**src/sv/wtpr_pkg.sv**
```systemverilog
// Package: shared constants, types and tables for the w-term phase rotation core.
`default_nettype none
package wtpr_pkg;
   localparam int GridSideMax  = 4096;
   localparam int CordicStages = 24;
   localparam int SqrtSteps    = 32;

   typedef enum logic [1:0] {
      REG_GRID_SIDE = 2'd0,
      REG_PIXEL     = 2'd1,
      REG_W         = 2'd2
   } reg_index_type;

   // Word carried between the rotator cells.
   typedef struct packed {
      logic               valid;
      logic               outside;
      logic signed [23:0] pass_re;
      logic signed [23:0] pass_im;
      logic signed [63:0] x;
      logic signed [63:0] y;
      logic signed [33:0] z;
   } rot_word_type;

   // Word carried between the square-root cells.
   typedef struct packed {
      logic               valid;
      logic               outside;
      logic signed [23:0] re;
      logic signed [23:0] im;
      logic        [63:0] rem;
      logic        [31:0] root;
   } sqrt_word_type;

   function automatic logic [31:0] atan_turns(input int i);
      logic [31:0] t [0:31];
      t = '{32'h20000000, 32'h12E4051E, 32'h09FB385B, 32'h051111D4,
            32'h028B0D43, 32'h0145D7E1, 32'h00A2F61E, 32'h00517C55,
            32'h0028BE53, 32'h00145F2F, 32'h000A2F98, 32'h000517CC,
            32'h00028BE6, 32'h000145F3, 32'h0000A2FA, 32'h0000517D,
            32'h000028BE, 32'h0000145F, 32'h00000A30, 32'h00000518,
            32'h0000028C, 32'h00000146, 32'h000000A3, 32'h00000051,
            32'h00000029, 32'h00000014, 32'h0000000A, 32'h00000005,
            32'h00000003, 32'h00000001, 32'h00000001, 32'h00000000};
      return t[i[4:0]];
   endfunction
endpackage
`default_nettype wire

```
**src/sv/wtpr_sqrt_cell.sv**
```systemverilog
// Square-root cell: one result bit of the integer square root per cycle while advance is high.
`default_nettype none
module wtpr_sqrt_cell (
   input  wire logic                   clock,
   input  wire logic                   reset,
   input  wire logic                   advance,
   input  wire logic [5:0]             bit_pos,
   input  wire wtpr_pkg::sqrt_word_type word_in,
   output wtpr_pkg::sqrt_word_type     word_out
);
   import wtpr_pkg::*;
   sqrt_word_type word_ff, word_in_n;
   logic [63:0] trial;
   logic [63:0] root_shift;

   // Restoring step: trial = (root << (bit+1)) + (1 << 2*bit).
   always_comb begin
      root_shift = {32'd0, word_in.root} << (bit_pos + 6'd1);
      trial      = root_shift + (64'd1 << {bit_pos, 1'b0});
      word_in_n  = word_in;
      if (word_in.rem >= trial) begin
         word_in_n.rem  = word_in.rem - trial;
         word_in_n.root = word_in.root | (32'd1 << bit_pos[4:0]);
      end
   end

   always_ff @(posedge clock) begin
      if (reset) begin
         word_ff.valid <= 1'b0;
      end else if (advance) begin
         word_ff <= word_in_n;
      end
   end
   assign word_out = word_ff;
endmodule
`default_nettype wire

```
**config.mk**
```make
export PLATFORM = sky130hd
export DESIGN_NAME = wtpr_sqrt_cell
export DESIGN_NICKNAME = d
export VERILOG_FILES = /design/src/sv/wtpr_pkg.sv /design/src/sv/wtpr_sqrt_cell.sv
export SDC_FILE = /design/constraint.sdc
export NUM_CORES = 1
export LEC_CHECK = 0
export BUFFER_PORTS_ARGS = -buffer_cell sky130_fd_sc_hd__buf_2
export CAP_MARGIN = 40
export CORE_MARGIN = 4
export CORE_UTILIZATION = 55
export CTS_CLUSTER_DIAMETER = 50
export DETAILED_ROUTE_END_ITERATION = 8
export PLACE_DENSITY = 0.8
export SYNTH_ARGS = -nofsm -noshare
export SYNTH_HDL_FRONTEND = slang
export SYNTH_SLANG_ARGS = --single-unit
export TNS_END_PERCENT = 1
```
**constraint.sdc**
```tcl
create_clock -name clock -period 10.78 [get_ports clock]
set_input_delay 0.539 -clock clock [delete_from_list [all_inputs] [get_ports clock]]
set_output_delay 0.539 -clock clock [all_outputs]
set_load 0.02 [all_outputs]
```
==> flow_summary.toml <==
[critical_path]
cp-start-kind = "input port"
slowest_delay_ns = 0.59
endpoint_kind = "flip-flop"
path_max_fanout = 115
cpMostUsedCell = "a21oi_1"
worst-setup-path-type = "in2reg"
worstPathRequired_ns = 10.98
cp.arrival_ns = 9.09
crit_slowest_cell = "ha_1"

[sta]
period_needed_ns = 8.889
rsz0062_at_grt = "false"
skew_ns = 0
fin_ws_ns = 1.891
slew_viol_final = 0
tightest_slew_ns = 0.9837
setup-tns-final_ns = 0
fmax_mhz = 112.5
hold_violations = 0
slew_headroom_pct = 34.42
finalSetupViolations = 0
finalCritPeriodShare_pct = 82.46

[pwr]
switchingPower_uw = 1024
combPwrFrac_pct = 46.0
peakVddDrop_mv = 0.1058
p_leak_uw = 0.007388
p_int_uw = 1418
swShare_pct = 41.94
p_seq_share_pct = 29.5
power_density_nw_per_um2 = 138.5
p_total_uw = 2442
clkPwrFrac_pct = 24.5

[synthesis]
syn-cell-area_sq_um = 15200
synthTopCellsByCount = "222 x nand2_1, 153 x nor2_1, 145 x edfxtp_1"
synthFlopType = "edfxtp_1"
async_reset_ff_share_pct = 0
synth_top_cell_area_share_pct = 28.65
yosysSeqAreaShare_pct = 28.78
synthTopCellsByArea = "edfxtp_1 29%, ha_1 8.5%, nand2_1 5.5%, o21ai_0 4.6%, a21oi_1 4.2%"
synth_edf_count = 145
syn_avg_cell_area_sq_um = 8.510
yosys.area.top_type = "edfxtp_1"
syn_nets = 2045
synth_seq_cells = 146
synth_cell_type_count = 94
yosysWarnings = 0
syn_inst = 1786
yosysMostFrequentCell = "nand2_1"

[cts]
cts-root-buf = "clkbuf_16"
path_clk_slew_ns = 0.08
cts_hold_buf = 0
cts_resized = 0
clockBufferDepth = 2
htreeDepth = 4
cts_tree = "yes"
numCtsBuffers = 17
clk_latency_ns = 0.44
cts_setup_buffers = 0
cts.sinks = 146

[global_routing]
grtUsageTotal_pct = 35.46
grt_pass1_vias = 14750
grt_pass1_wl_mm = 85.26
antenna_found_initial = 1
grt_overflow_total = 0
grt_start_max_net_pins = 116

[floorplan]
num_rows = 60
die_h_um = 174.2
core_region_area_sq_um = 27100
dieArea_sq_um = 30360
die_x_um = 174.2
io_pins = 301
initial_core_util_pct = 56.08

[cells_and_area]
nFillCells = 2380
layout-drive-gt1-share_pct = 22.63
nets = 2310
area_growth_pct = 16.06
largest_reg_flops = 146
diodes = 0
final_cells = 2436
postLayoutCoreUtil_pct = 65.09

[routing]
first_pass_iters = 8
wire_per_inst_um = 23.08
route.detailed.drc = 0
viasPerCell = 6.417
totalWireLength_mm = 56.23
drt_iter0_drc = 1661
drtAntennaViolNets = 0
num_vias = 15630

[placed_design]
dp_hpwl_mm = 44.57
portBuffers = 300
dp_cells = 2404
place_congestion = 1.010
place_worst_setup_slack_ns = 1.837

[min_path]
min_path_type = "in2reg"

[run_status]
status = "completed"

[run]
maxCapViolations = 0
## final timing paths
path                                                 start                          to  slack, ns  cells past startpoint
worst max-delay path                            bit_pos[0]      word_out[33]$_DFFE_PP_       1.89                     36
worst min-delay path                          word_in[105]     word_out[105]$_DFFE_PP_       0.27                      1
worst max register to register  word_out[145]$_SDFFE_PP0P_  word_out[145]$_SDFFE_PP0P_      10.15                      2
worst min register to register  word_out[145]$_SDFFE_PP0P_  word_out[145]$_SDFFE_PP0P_       0.54                      2
## placed cells by master (no fill, tap or decap), types with 10 or more instances in the layout
| cell | instances |
|---|---|
| nand2_1 | 222 |
| and2_1 | 19 |
| o21a_1 | 13 |
| o31ai_1 | 16 |
| o22ai_1 | 20 |
| nor2b_1 | 17 |
| xnor2_1 | 61 |
| nor3_1 | 25 |
| a41oi_1 | 10 |
| nand2b_1 | 14 |
| mux2_2 | 25 |
| edfxtp_1 | 145 |
| mux4_2 | 11 |
| nand4_1 | 17 |
| mux2i_1 | 61 |
| inv_1 | 42 |
| ha_1 | 103 |
| o21ai_0 | 141 |
| a31o_2 | 32 |
| o21bai_1 | 19 |
| nor2_1 | 152 |
| a31oi_1 | 23 |
| or3_1 | 14 |
| o211ai_1 | 15 |
| a21oi_1 | 129 |
| buf_4 | 34 |
| and3_1 | 27 |
| xor2_1 | 50 |
| buf_2 | 300 |
| a211oi_1 | 20 |
| a21o_1 | 62 |
| nand3_1 | 44 |
| clkbuf_16 | 17 |
## logic make-up (layout without fill, tap and decap cells)
logic type / Yosys count / after routing / synth area share, %
xor+xnor: 115 / 115 / 6.627
mux: 98 / 98 / 7.673
fa+ha+maj: 104 / 104 / 8.611
flops: 146 / 146 / 28.78
compound gates: 599 / 599 / 26.34
buf+inv: 135 / 413 / 4.017
simple gates: 589 / 589 / 17.96
## metal layers
metal  track usage, %  up-vias  share of wire (%)
met5                0        -                  0
met4            13.76        0                4.4
met3            6.829      130                9.4
met2            57.42      855                 45
met1            47.09     7367                 41
li1                 -     7281                  -
## power by group through the flow
| stage | Combinational [uW] | Clock (uW) | Sequential [uW] |
|---|---|---|---|
| 6_report | 1120 | 599 | 720 |
| 5_1_grt | 1210 | 628 | 725 |
| 4_1_cts | 1100 | 600 | 720 |
| 3_5_place_dp | 1090 | 0 | 733 |
| 3_3_place_gp | 1080 | 0 | 731 |
| 2_1_floorplan | 692 | 0 | 811 |
## worst max-delay path: cells and delay by family
| kind | cells | cell delay [ns] |
|---|---|---|
| mux | 3 | 0.95 |
| fa+ha+maj | 3 | 1.33 |
| simple gates | 10 | 1.59 |
| buf+inv | 5 | 0.81 |
| compound gates | 14 | 3.54 |
| xor+xnor | 1 | 0.17 |
## layout make-up
cell class	count	area [sq um]	share of cell area (%)
Clock buffer	18	429.2	2.433
Multi-Input combinational cell	1505	10260	58.16
Tap cell	372	465.4	2.639
Timing Repair Buffer	338	1828	10.36
Clock inverter	14	122.6	0.6951
Sequential cell	146	4374	24.80
Inverter	43	161.4	0.9150
## through the flow
stage / instance area (sq um) / hold WS (ns)
after floorplan: 15200 / 0.5788
after global placement: 17040 / 0.4676
after detailed placement: 17090 / 0.5266
after CTS: 17640 / 0.2635
after global routing: 17640 / 0.2622
final: 17640 / 0.2681
Power figures use the tool's default switching activity.
